**src/rtl/bfa_pkg.sv**
```systemverilog
package bfa_pkg;

    // Field widths of the item and result channels
    localparam int START_W = 10;
    localparam int LEN_W   = 11;
    localparam int FREE_W  = 11;
    localparam int HOLE_W  = 10;

    // Saturation limits of the reported counts
    localparam int FREE_MAX = 2047;
    localparam int HOLE_MAX = 1023;

    // Opcodes
    localparam logic OP_ALLOC   = 1'b0;
    localparam logic OP_RESERVE = 1'b1;

    // Placement policy codes
    localparam logic POLICY_FIRST = 1'b0;
    localparam logic POLICY_BEST  = 1'b1;

    // Register map
    localparam int             PADDR_W         = 3;
    localparam logic [PADDR_W-1:0] ADDR_FIT_POLICY = 3'd0;

    typedef enum logic [2:0] {
        ST_CLEAR,
        ST_IDLE,
        ST_SCAN,
        ST_EVAL,
        ST_MARK,
        ST_RESULT
    } bfa_state_t;

    // Control from the sequencer to the run tracker
    typedef struct packed {
        logic clear;
        logic step;
        logic is_free;
        logic best_fit;
    } bfa_trk_ctrl_t;

endpackage

```
**src/rtl/bitmap_fit_allocator.sv**
```systemverilog
// Channel   Direction  Handshake             Payload
// in        input      in_valid / in_ready   opcode, range_start, run_length
// out       output     out_valid / out_ready granted, placed_start, free_blocks, hole_count
// cfg       input      APB write/read        fit_policy at byte address 0
//
// After reset a clearing pass writes the block map, in_ready low.
// A reserve marks its blocks while it scans; a refused allocate writes nothing, and a
// granted allocate marks its run after the scan, one write per block.
// The single-port-read block map memory sets the rate: one block per cycle.
// One item at a time; in_ready is high only in idle. A finished result waits in the
// output register while the next item is already taken.
module bitmap_fit_allocator #(
    parameter int NUM_BLOCKS = 1024
) (
    input  logic                          clk,
    input  logic                          rst_n,
    // item channel
    input  logic                          in_valid,
    output logic                          in_ready,
    input  logic                          opcode,
    input  logic [bfa_pkg::START_W-1:0]   range_start,
    input  logic [bfa_pkg::LEN_W-1:0]     run_length,
    // result channel
    output logic                          out_valid,
    input  logic                          out_ready,
    output logic                          granted,
    output logic [bfa_pkg::START_W-1:0]   placed_start,
    output logic [bfa_pkg::FREE_W-1:0]    free_blocks,
    output logic [bfa_pkg::HOLE_W-1:0]    hole_count,
    // configuration
    input  logic                          psel,
    input  logic                          penable,
    input  logic                          pwrite,
    input  logic [bfa_pkg::PADDR_W-1:0]   paddr,
    input  logic [31:0]                   pwdata,
    output logic [31:0]                   prdata,
    output logic                          pready
);
    import bfa_pkg::*;

    localparam int AW  = $clog2(NUM_BLOCKS);
    localparam int AW1 = $clog2(NUM_BLOCKS + 1);
    // wide enough for start + length and for a block index
    localparam int CW  = (AW1 > 12) ? AW1 : 12;
    // wide enough to saturate either count
    localparam int OW  = (AW1 > FREE_W) ? AW1 : FREE_W;

    // ---------------------------------------------------------------- state
    bfa_state_t      state_reg, state_next;
    logic            fit_policy_reg, fit_policy_next;

    logic [AW-1:0]   clr_idx_reg, clr_idx_next;
    logic [AW1-1:0]  issue_idx_reg, issue_idx_next;
    logic            issue_done_reg, issue_done_next;
    logic            pend_vld_reg, pend_vld_next;
    logic [AW1-1:0]  pend_idx_reg, pend_idx_next;

    logic            op_reg, op_next;
    logic [START_W-1:0] start_reg, start_next;
    logic [LEN_W-1:0]   len_reg, len_next;
    logic [CW-1:0]   end_reg, end_next;
    logic            start_ok_reg, start_ok_next;

    logic [AW-1:0]   mark_addr_reg, mark_addr_next;
    logic [AW1-1:0]  mark_left_reg, mark_left_next;

    logic            out_valid_reg, out_valid_next;
    logic            granted_reg, granted_next;
    logic [START_W-1:0] placed_reg, placed_next;
    logic [FREE_W-1:0]  free_reg, free_next;
    logic [HOLE_W-1:0]  hole_reg, hole_next;

    // ---------------------------------------------------------------- block map
    // 1 = free. No reset; the clearing pass fills it.
    logic            map_mem [NUM_BLOCKS];
    logic            rdata_reg;
    logic            map_we;
    logic [AW-1:0]   map_waddr;
    logic            map_wdata;
    logic [AW-1:0]   map_raddr;

    always_ff @(posedge clk)
    begin
        if (map_we)
        begin
            map_mem[map_waddr] <= map_wdata;
        end
        rdata_reg <= map_mem[map_raddr];
    end

    // ---------------------------------------------------------------- run tracker
    bfa_trk_ctrl_t   trk_ctrl;
    logic            trk_found;
    logic [AW-1:0]   trk_best_start;
    logic [AW1-1:0]  trk_best_len;
    logic [AW1-1:0]  trk_free;
    logic [AW1-1:0]  trk_hole;

    bfa_run_tracker #(
        .NUM_BLOCKS (NUM_BLOCKS)
    ) u_trk (
        .clk        (clk),
        .rst_n      (rst_n),
        .ctrl       (trk_ctrl),
        .idx        (pend_idx_reg),
        .need       (len_reg),
        .found      (trk_found),
        .best_start (trk_best_start),
        .best_len   (trk_best_len),
        .free_cnt   (trk_free),
        .hole_cnt   (trk_hole)
    );

    // ---------------------------------------------------------------- scan decode
    logic            in_xfer;
    logic            cfg_wr;
    logic            pend_real;     // pending read is a real block, not the end sentinel
    logic            res_hit;       // reserve covers the pending block
    logic            scan_last;
    logic            out_free;
    logic            alloc_ok;
    logic [CW-1:0]   pend_ext;
    logic [CW-1:0]   need_ext;
    logic [AW1-1:0]  need_a;
    logic [AW1-1:0]  free_after;
    logic [AW1-1:0]  hole_after;
    logic [OW-1:0]   free_ext;
    logic [OW-1:0]   hole_ext;
    logic [CW-1:0]   placed_ext;

    assign in_xfer   = in_valid && (state_reg == ST_IDLE);
    assign cfg_wr    = psel && penable && pwrite && (paddr == ADDR_FIT_POLICY);
    assign out_free  = !out_valid_reg || out_ready;

    assign pend_real = (pend_idx_reg != AW1'(NUM_BLOCKS));
    assign pend_ext  = CW'(pend_idx_reg);
    assign res_hit   = (op_reg == OP_RESERVE) && start_ok_reg && pend_real
                       && (pend_ext >= CW'(start_reg)) && (pend_ext < end_reg);
    assign scan_last = pend_vld_reg && !pend_real;

    assign trk_ctrl.clear    = in_xfer;
    assign trk_ctrl.step     = (state_reg == ST_SCAN) && pend_vld_reg;
    assign trk_ctrl.is_free  = pend_real && rdata_reg && !res_hit;
    assign trk_ctrl.best_fit = (fit_policy_reg == POLICY_BEST);

    // ---------------------------------------------------------------- result math
    // An allocate takes the head of one hole: free drops by the length, and the hole
    // vanishes only when it was filled exactly.
    assign alloc_ok   = (op_reg == OP_ALLOC) && trk_found;
    assign need_ext   = CW'(len_reg);
    assign need_a     = need_ext[AW1-1:0];
    assign free_after = alloc_ok ? (trk_free - need_a) : trk_free;
    assign hole_after = trk_hole - AW1'(alloc_ok && (trk_best_len == need_a));
    assign free_ext   = OW'(free_after);
    assign hole_ext   = OW'(hole_after);
    assign placed_ext = (op_reg == OP_ALLOC) ? CW'(trk_best_start) : CW'(start_reg);

    // ---------------------------------------------------------------- next state
    always_comb
    begin
        state_next = state_reg;
        case (state_reg)
            ST_CLEAR:
            begin
                if (clr_idx_reg == AW'(NUM_BLOCKS - 1))
                begin
                    state_next = ST_IDLE;
                end
            end
            ST_IDLE:
            begin
                if (in_valid)
                begin
                    state_next = ST_SCAN;
                end
            end
            ST_SCAN:
            begin
                if (scan_last)
                begin
                    state_next = ST_EVAL;
                end
            end
            ST_EVAL:
            begin
                state_next = alloc_ok ? ST_MARK : ST_RESULT;
            end
            ST_MARK:
            begin
                if (mark_left_reg == AW1'(1))
                begin
                    state_next = ST_RESULT;
                end
            end
            ST_RESULT:
            begin
                if (out_free)
                begin
                    state_next = ST_IDLE;
                end
            end
            default:
            begin
                state_next = ST_CLEAR;
            end
        endcase
    end

    // ---------------------------------------------------------------- datapath / outputs
    always_comb
    begin
        fit_policy_next = fit_policy_reg;
        clr_idx_next    = clr_idx_reg;
        issue_idx_next  = issue_idx_reg;
        issue_done_next = issue_done_reg;
        pend_vld_next   = 1'b0;
        pend_idx_next   = issue_idx_reg;
        op_next         = op_reg;
        start_next      = start_reg;
        len_next        = len_reg;
        end_next        = end_reg;
        start_ok_next   = start_ok_reg;
        mark_addr_next  = mark_addr_reg;
        mark_left_next  = mark_left_reg;
        out_valid_next  = out_valid_reg;
        granted_next    = granted_reg;
        placed_next     = placed_reg;
        free_next       = free_reg;
        hole_next       = hole_reg;
        map_we          = 1'b0;
        map_waddr       = clr_idx_reg;
        map_wdata       = 1'b1;
        map_raddr       = issue_idx_reg[AW-1:0];

        if (cfg_wr)
        begin
            fit_policy_next = pwdata[0];
        end

        if (out_valid_reg && out_ready)
        begin
            out_valid_next = 1'b0;
        end

        case (state_reg)
            ST_CLEAR:
            begin
                map_we       = 1'b1;
                map_waddr    = clr_idx_reg;
                map_wdata    = 1'b1;
                clr_idx_next = clr_idx_reg + AW'(1);
            end
            ST_IDLE:
            begin
                if (in_xfer)
                begin
                    op_next         = opcode;
                    start_next      = range_start;
                    len_next        = run_length;
                    end_next        = CW'(range_start) + CW'(run_length);
                    start_ok_next   = (CW'(range_start) < CW'(NUM_BLOCKS));
                    issue_idx_next  = '0;
                    issue_done_next = 1'b0;
                end
            end
            ST_SCAN:
            begin
                // one read issued per cycle; index NUM_BLOCKS is the end sentinel
                pend_vld_next   = !issue_done_reg;
                pend_idx_next   = issue_idx_reg;
                issue_done_next = issue_done_reg || (issue_idx_reg == AW1'(NUM_BLOCKS));
                if (issue_idx_reg != AW1'(NUM_BLOCKS))
                begin
                    issue_idx_next = issue_idx_reg + AW1'(1);
                end
                // reserve marks each covered block right after reading it
                if (pend_vld_reg && res_hit)
                begin
                    map_we    = 1'b1;
                    map_waddr = pend_idx_reg[AW-1:0];
                    map_wdata = 1'b0;
                end
            end
            ST_EVAL:
            begin
                mark_addr_next = trk_best_start;
                mark_left_next = need_a;
            end
            ST_MARK:
            begin
                map_we         = 1'b1;
                map_waddr      = mark_addr_reg;
                map_wdata      = 1'b0;
                mark_addr_next = mark_addr_reg + AW'(1);
                mark_left_next = mark_left_reg - AW1'(1);
            end
            ST_RESULT:
            begin
                if (out_free)
                begin
                    out_valid_next = 1'b1;
                    if (op_reg == OP_ALLOC)
                    begin
                        granted_next = trk_found;
                    end
                    else
                    begin
                        granted_next = start_ok_reg;
                    end
                    placed_next = granted_next ? placed_ext[START_W-1:0] : '0;
                    free_next   = (free_ext > OW'(FREE_MAX)) ? FREE_W'(FREE_MAX)
                                                             : free_ext[FREE_W-1:0];
                    hole_next   = (hole_ext > OW'(HOLE_MAX)) ? HOLE_W'(HOLE_MAX)
                                                             : hole_ext[HOLE_W-1:0];
                end
            end
            default:
            begin
                map_we = 1'b0;
            end
        endcase
    end

    // ---------------------------------------------------------------- registers
    always_ff @(posedge clk or negedge rst_n)
    begin
        if (!rst_n)
        begin
            state_reg      <= ST_CLEAR;
            fit_policy_reg <= POLICY_FIRST;
            clr_idx_reg    <= '0;
            issue_idx_reg  <= '0;
            issue_done_reg <= 1'b0;
            pend_vld_reg   <= 1'b0;
            out_valid_reg  <= 1'b0;
        end
        else
        begin
            state_reg      <= state_next;
            fit_policy_reg <= fit_policy_next;
            clr_idx_reg    <= clr_idx_next;
            issue_idx_reg  <= issue_idx_next;
            issue_done_reg <= issue_done_next;
            pend_vld_reg   <= pend_vld_next;
            out_valid_reg  <= out_valid_next;
        end
    end

    always_ff @(posedge clk)
    begin
        pend_idx_reg  <= pend_idx_next;
        op_reg        <= op_next;
        start_reg     <= start_next;
        len_reg       <= len_next;
        end_reg       <= end_next;
        start_ok_reg  <= start_ok_next;
        mark_addr_reg <= mark_addr_next;
        mark_left_reg <= mark_left_next;
        granted_reg   <= granted_next;
        placed_reg    <= placed_next;
        free_reg      <= free_next;
        hole_reg      <= hole_next;
    end

    // ---------------------------------------------------------------- ports
    assign in_ready     = (state_reg == ST_IDLE);
    assign out_valid    = out_valid_reg;
    assign granted      = granted_reg;
    assign placed_start = placed_reg;
    assign free_blocks  = free_reg;
    assign hole_count   = hole_reg;
    assign pready       = 1'b1;
    assign prdata       = (paddr == ADDR_FIT_POLICY) ? {31'd0, fit_policy_reg} : 32'd0;

endmodule

```
**src/rtl/bfa_run_tracker.sv**
```systemverilog
module bfa_run_tracker #(
    parameter int NUM_BLOCKS = 1024
) (
    input  logic                                  clk,
    input  logic                                  rst_n,
    input  bfa_pkg::bfa_trk_ctrl_t                ctrl,
    input  logic [$clog2(NUM_BLOCKS+1)-1:0]       idx,
    input  logic [bfa_pkg::LEN_W-1:0]             need,
    output logic                                  found,
    output logic [$clog2(NUM_BLOCKS)-1:0]         best_start,
    output logic [$clog2(NUM_BLOCKS+1)-1:0]       best_len,
    output logic [$clog2(NUM_BLOCKS+1)-1:0]       free_cnt,
    output logic [$clog2(NUM_BLOCKS+1)-1:0]       hole_cnt
);
    import bfa_pkg::*;

    localparam int AW  = $clog2(NUM_BLOCKS);
    localparam int AW1 = $clog2(NUM_BLOCKS + 1);
    localparam int CW  = (AW1 > LEN_W) ? AW1 : LEN_W;

    logic [AW-1:0]  run_start_reg, run_start_next;
    logic [AW1-1:0] run_len_reg, run_len_next;
    logic           found_reg, found_next;
    logic [AW-1:0]  best_start_reg, best_start_next;
    logic [AW1-1:0] best_len_reg, best_len_next;
    logic [AW1-1:0] free_cnt_reg, free_cnt_next;
    logic [AW1-1:0] hole_cnt_reg, hole_cnt_next;
    logic           fits;
    logic           take;

    // A closing run is a candidate if it holds the request
    assign fits = (CW'(run_len_reg) >= CW'(need)) && (need != '0) && (run_len_reg != '0);
    // first-fit keeps the first candidate; best-fit a strictly shorter one
    assign take = fits && (!found_reg || (ctrl.best_fit && (run_len_reg < best_len_reg)));

    always_comb
    begin
        run_start_next  = run_start_reg;
        run_len_next    = run_len_reg;
        found_next      = found_reg;
        best_start_next = best_start_reg;
        best_len_next   = best_len_reg;
        free_cnt_next   = free_cnt_reg;
        hole_cnt_next   = hole_cnt_reg;
        if (ctrl.clear)
        begin
            run_start_next  = '0;
            run_len_next    = '0;
            found_next      = 1'b0;
            best_start_next = '0;
            best_len_next   = '0;
            free_cnt_next   = '0;
            hole_cnt_next   = '0;
        end
        else if (ctrl.step)
        begin
            if (ctrl.is_free)
            begin
                if (run_len_reg == '0)
                begin
                    run_start_next = idx[AW-1:0];
                end
                run_len_next  = run_len_reg + AW1'(1);
                free_cnt_next = free_cnt_reg + AW1'(1);
            end
            else
            begin
                if (run_len_reg != '0)
                begin
                    hole_cnt_next = hole_cnt_reg + AW1'(1);
                end
                if (take)
                begin
                    found_next      = 1'b1;
                    best_start_next = run_start_reg;
                    best_len_next   = run_len_reg;
                end
                run_len_next = '0;
            end
        end
    end

    always_ff @(posedge clk or negedge rst_n)
    begin
        if (!rst_n)
        begin
            run_start_reg  <= '0;
            run_len_reg    <= '0;
            found_reg      <= 1'b0;
            best_start_reg <= '0;
            best_len_reg   <= '0;
            free_cnt_reg   <= '0;
            hole_cnt_reg   <= '0;
        end
        else
        begin
            run_start_reg  <= run_start_next;
            run_len_reg    <= run_len_next;
            found_reg      <= found_next;
            best_start_reg <= best_start_next;
            best_len_reg   <= best_len_next;
            free_cnt_reg   <= free_cnt_next;
            hole_cnt_reg   <= hole_cnt_next;
        end
    end

    assign found      = found_reg;
    assign best_start = best_start_reg;
    assign best_len   = best_len_reg;
    assign free_cnt   = free_cnt_reg;
    assign hole_cnt   = hole_cnt_reg;

endmodule

```
**config.mk**
```make
export PLATFORM = sky130hd
export DESIGN_NAME = bitmap_fit_allocator
export DESIGN_NICKNAME = d
export VERILOG_FILES = /design/src/rtl/bfa_pkg.sv /design/src/rtl/bitmap_fit_allocator.sv /design/src/rtl/bfa_run_tracker.sv
export SDC_FILE = /design/constraint.sdc
export NUM_CORES = 2
export LEC_CHECK = 0
export BUFFER_PORTS_ARGS = -buffer_cell sky130_fd_sc_hd__clkbuf_2
export CAP_MARGIN = 10
export CELL_PAD_IN_SITES_DETAIL_PLACEMENT = 0
export CELL_PAD_IN_SITES_GLOBAL_PLACEMENT = 1
export CORE_UTILIZATION = 40
export DETAILED_ROUTE_END_ITERATION = 10
export HOLD_SLACK_MARGIN = 0.02
export PLACE_DENSITY_LB_ADDON = 0.15
export SETUP_SLACK_MARGIN = 0.3
export SYNTH_ARGS = -nofsm -noshare
export SYNTH_HDL_FRONTEND = slang
export SYNTH_HIERARCHICAL = 1
export SYNTH_SLANG_ARGS = --single-unit
```
**constraint.sdc**
```tcl
create_clock -name clk -period 48.7 [get_ports clk]
set_clock_uncertainty 0.1 [all_clocks]
set_input_delay 0 -clock clk [delete_from_list [all_inputs] [get_ports clk]]
set_output_delay 0 -clock clk [all_outputs]
set_load 0.03 [all_outputs]
```
# After elaboration in Yosys (flattened, before gate mapping)
# Memories as Yosys holds them, arrays and structs flattened. A register that Yosys moved wholly into a read port is not among the register bits.
# Index checks and enable logic that the tools add are counted.
# totals
mem_bits_rw,1024
reg_bits,191
input_bits,64
elab_cells,169
output_inout_bits,67
mem_count,1
# memory_table
name,depth,word_bits,read_ports,rd_clocked_by_memory_dff,wr,line_no,source
map_mem,1024,1,1,1,1,bitmap_fit_allocator.sv:75,logic map_mem [NUM_BLOCKS];
# classes
n_eq_ne,19
bitwise,1
reduce_logical,49
mux,58
n_lt_le_gt_ge,6
addsub,10
# ops
cell,count
two-way mux 11 bit,17
two-way mux 10 bit,10
"adder 11 x 1 -> 11 bit, second input constant",4
one-hot mux 11 bit (2 select lines),2
one-hot mux 10 bit (2 select lines),2
"!= test 11 bit, second input constant",2
nonzero test 11 bit,2
"adder 10 x 1 -> 10 bit, second input constant",2
logical AND 1 bit,19
two-way mux 1 bit,18
one-hot mux 3 bit (6 select lines),1
two-way mux 3 bit,5
nonzero test 2 bit,7
adder 10 x 11 -> 12 bit,1
less-than comparator 11 x 12 -> 1 bit,1
AND reduction 3 bit,4
"equality test 11 x 1 -> 1 bit, second input constant",1
equality test 11 bit,1
"equality test 11 bit, second input constant",1
greater-or-equal comparator 11 x 10 -> 1 bit,1
greater-or-equal comparator 11 bit,1
"> comparator 11 x 10 -> 1 bit, second input constant",1
"> comparator 11 bit, second input constant",1
logical NOT 11 bit,1
other kinds (18),38

# Depth between registers and ports, before layout
# depth
ltp_word,9
ltp_mapped,16
mapped_depth_nobuf,14

# Modules after synthesis
# Netlist, hierarchy kept.
# by_module_without_submodules
mod,instances,cells_each,area_per_inst_um2,seq_area_each_um2
bitmap_fit_allocator,1,3795,52375.2,34302.9
bfa_run_tracker,1,377,3642.2,1626.6

# Worst setup path after synthesis
# Ideal clock, no wire load.
# synth_path
kind,register -> register
start,reg start_reg[8]
end,"mem map_mem[0], data pin"
path_buffers,1
t_arrival_ns,29.016
path_slack_ns,13.880
stages_incl_launch_ff,10
period_less_slack_ns,34.820
cell_sequence,edfxtp_1 inv_1 ha_1 a21o_1 a211o_1 o22ai_1 nor2_1 and3_1 buf_2 a21oi_1
# synth_via
elab_chain_len,6
# synth_rtl
element,line_no,source
from (decl),bitmap_fit_allocator.sv:59,"logic [START_W-1:0] start_reg, start_next;"
from (signal assigned),bitmap_fit_allocator.sv:353,start_reg <= start_next;
greater-or-equal comparator 11 x 10 -> 1 bit,bitmap_fit_allocator.sv:138,&& (pend_ext >= CW'(start_reg)) && (pend_ext < end_reg);
logical AND 1 bit (2 in series),bitmap_fit_allocator.sv:138,
logical AND 1 bit,bitmap_fit_allocator.sv:277,if (pend_vld_reg && res_hit)
two-way mux 1 bit,bitmap_fit_allocator.sv:277,
one-hot mux 1 bit (2 select lines),bitmap_fit_allocator.sv:245,case (state_reg)
via map_wdata,bitmap_fit_allocator.sv:79,logic map_wdata;
to (decl),bitmap_fit_allocator.sv:75,
# The timed path passes the listed nets, and every way through them passes these cells.

# Final worst setup path
# layout_path
start,reg pend_idx_reg[9]
end,mem map_mem[676] (enable)
# layout_via
elab_chain_len,9
word_cells_on_any_way,13
classes_between,2 x order compare; 1 x eq/ne; 6 x mux; 4 x reduce/logical
# layout_rtl
element,line_no,source
from (decl),bitmap_fit_allocator.sv:56,"logic [AW1-1:0] pend_idx_reg, pend_idx_next;"
from (signal assigned),bitmap_fit_allocator.sv:351,pend_idx_reg <= pend_idx_next;
"parallel branches: the longest is 9 deep, another holds greater-or-equal comparator 11 x 10 -> 1 bit",n/a,
# Several ways; the timed one is not identified.

==> flow_summary_export.csv <==
group,metric,value,unit
worst_setup_path,worst_setup_path_start_kind,"register",
synthesis,synth.avg_cell_area,13.4,um2
clock_tree,cts_buffers,137,
sta,worstMarginPinSlew,1.29,ns
finish,layout_commonest_cell,"edfxtp_1",
worst_setup_path,path_max_fanout,32,
finish,drive_gt1_frac,0.158,
floorplan,io_pins,131,
floorplan,core,138000,um2
finish,design_area,63000,um2
sta,fin_crit,5.88,ns
placement,dp_hpwl,87.2,mm
flow_run,cap_viol_max_count,0,
sta,slew_violations,0,
synthesis,synth-edff-count,1111,
sta,whs,0.109,ns
synthesis,synth_cell_types,86,
route,num_vias,35200,
worst_setup_path,critPathCaptureType,"register",
global_routing,grt_pass1_vias,35300,
placement,gp_congestion,0.793,
synthesis,ys_ff_latch,1216,
clock_tree,root_buffer,"clkbuf_16",
route,viasPerCell,5.76,
synthesis,async_flop_share,0.0765,
synthesis,ys_top_cells_by_area,"edfxtp_1, mux4_2, nor2_1",
route,ant_nets,0,
clock_tree,cts-resized-gates,0,
power_and_ir_drop,cellPowerDensity,51.6,nW/um2
floorplan,die_y,376,um
route,post-route-drc-count,0,
hold_path,hold_end,"end_reg[11]",
floorplan,fp-row-count,136,
worst_setup_path,r2r_cells,10,
floorplan,die-area,142000,um2
placement,place_area,58100,um2
placement,numPortBuffers,67,
global_routing,grt_pass1_wl,240,mm
route,drtPass1Iterations,5,
sta,slew_headroom,0.141,
worst_setup_path,cp.required,49.03,ns
worst_setup_path,worst-setup-path-type,"register to register",
finish,fin_nets,4290,
worst_setup_path,crit_slowest_cell,"nand2_1",
power_and_ir_drop,p_leak,0.0195,uW
outcome,run_status,"complete, no violations",
worst_setup_path,rr_endpoint,"map_mem[676]",
clock_tree,h-tree-depth,4,
clock_tree,cts_tree,"yes",
clock_tree,clk_pin_slew,0.06,ns
synthesis,synthesis.area,56000,um2
worst_setup_path,cp.arrival,6.21,ns
power_and_ir_drop,vdd_drop_max,0.0000383,V
global_routing,overflow,0,
sta,setup_viol_count_final,0,
floorplan,dieWidth,376,um
hold_path,min_from,"run_length[10]",
clock_tree,clock_sinks,1216,
sta,hold_viol,0,
synthesis,synth_top_cell_by_area,"edfxtp_1",
synthesis,yosys.area.top_type_share,0.596,
sta,finalCritPeriodShare,0.121,
sta,grt_setup_unrepaired,"no",
route,drt_iter0_drc,3150,
synthesis,yosysWarningCount,6,
synthesis,syn_inst,4172,
sta,tns,0,ns
global_routing,grt_max_degree,298,
sta,fin_ws,42.82,ns
synthesis,yosys_most_used_dff,"edfxtp_1",
worst_setup_path,reg2reg_from,"pend_idx_reg[9]",
worst_setup_path,max_stage_delay,1.00,ns
worst_setup_path,reg2reg_slack,42.82,ns
route,totalWireLength,164,mm
placement,post-place-ws,42.93,ns
hold_path,worstHoldPathCells,3,
finish,final_cell_mix,"edfxtp_1, nor2_1, nor3_1",
global_routing,antenna_found_initial,1,
global_routing,track_usage,0.232,
sta,max_clock_freq,0.170,GHz
worst_setup_path,cp_cell_sequence,"ha_1 > a21o_1 > a21oi_1 > o21ai_0 > nor2_1 > nand3_1 > o211ai_1 > and2_1 > nand2_1 > nor4_1",
route,wl_per_cell,26.8,um
synthesis,yosysSeqAreaShare,0.641,
clock_tree,cts_buffer_depth,3,
floorplan,start_util,0.405,
finish,area_delta_synth_final,12.5,%
clock_tree,clkLatencyLatePin,0.78,ns
hold_path,hp-class,"input port to register",
finish,antenna_cells,0,
finish,largest_reg_flops,1024,
[synthesized netlist by cell type, drive strengths merged, types with 5 or more instances]
library cell  number
nand2            179
nand3             60
mux4             230
nor3             444
and2              15
buf              163
nand3b             5
clkbuf           270
o22ai             23
a21boi             7
nand2b            16
xnor2             43
dfrtp             93
a21o              11
nor2             626
or2                8
dfxtp             12
xor2              41
a22o              19
a22oi             41
mux2               7
nor2b              8
mux2i            126
o221ai            10
inv               83
o21ai             87
nor4             101
a221oi             7
nand4             52
o211a              6
edfxtp          1111
o211ai             7
and3              15
a211oi            23
o31ai              6
a21oi             70
a2111oi            7
or3               14
ha                73
[worst max-delay path by stage]
stage / start / to / cells past startpoint
2_1_floorplan: start_reg[8] / map_mem[0] / 9
3_3_place_gp: pend_idx_reg[9] / map_mem[692] / 10
3_5_place_dp: pend_idx_reg[9] / map_mem[676] / 10
4_1_cts: pend_idx_reg[9] / map_mem[676] / 10
5_1_grt: pend_idx_reg[9] / map_mem[703] / 10
6_report: pend_idx_reg[9] / map_mem[676] / 10
[per-stage QoR]
step                      std cells   util  power [uW]
after global routing           6117  0.456        3370
after global placement         5819  0.420        2260
after CTS                      6116  0.456        3280
final                          6117  0.456        3250
after floorplan                4202      -        2050
after detailed placement       5819  0.420        2260
[kinds of logic after synthesis]
kind of cell	Yosys count	synth area share
AO/OA/AOI/OAI	362	0.0451
XOR/XNOR	84	0.0131
adder cells (fa/ha/maj)	75	0.0170
buffers and inverters	517	0.0393
flip-flops	1216	0.641
multiplexers	363	0.116
other	2	0.000134
AND/OR/NAND/NOR	1553	0.127
[per-layer routing]
metal	global-route usage	up-vias	wire length, um
li1	-	15600	-
met2	0.387	988	80100
met4	0.0721	0	4530
met3	0.0364	239	8840
met1	0.312	18400	70700
met5	0	-	0
[critical path, delay by kind of cell, from the launching register on]
kind	cells	cell delay (ns)
AO/OA/AOI/OAI	4	0.89
adder cells (fa/ha/maj)	1	0.33
flip-flops	1	0.62
AND/OR/NAND/NOR	5	3.55
[what timing repair did]
item / CTS / global route
hold endpoints to repair: 171 / 0
hold buffers: 55 / 0
setup endpoints to repair: 0 / 0
setup buffers: 0 / 0
[power by group]
group / internal [uW] / switching, uW / total (uW) / leakage [uW]
Clock: 585 / 433 / 1020 / 0.00213
Combinational: 266 / 677 / 943 / 0.00620
Sequential: 1250 / 36.0 / 1290 / 0.0111
Total: 2100 / 1150 / 3250 / 0.0195
[final cells by class]
cell class / count / area, um2
timing repair buffer: 243 / 1930
fill: 12600 / 75100
sequential: 1216 / 35900
clock inverter: 61 / 583
tap: 1863 / 2330
clock buffer: 181 / 3770
inverter: 84 / 315
multi-input combinational: 2469 / 18200
Note: power is estimated with default switching activity, not from simulation.
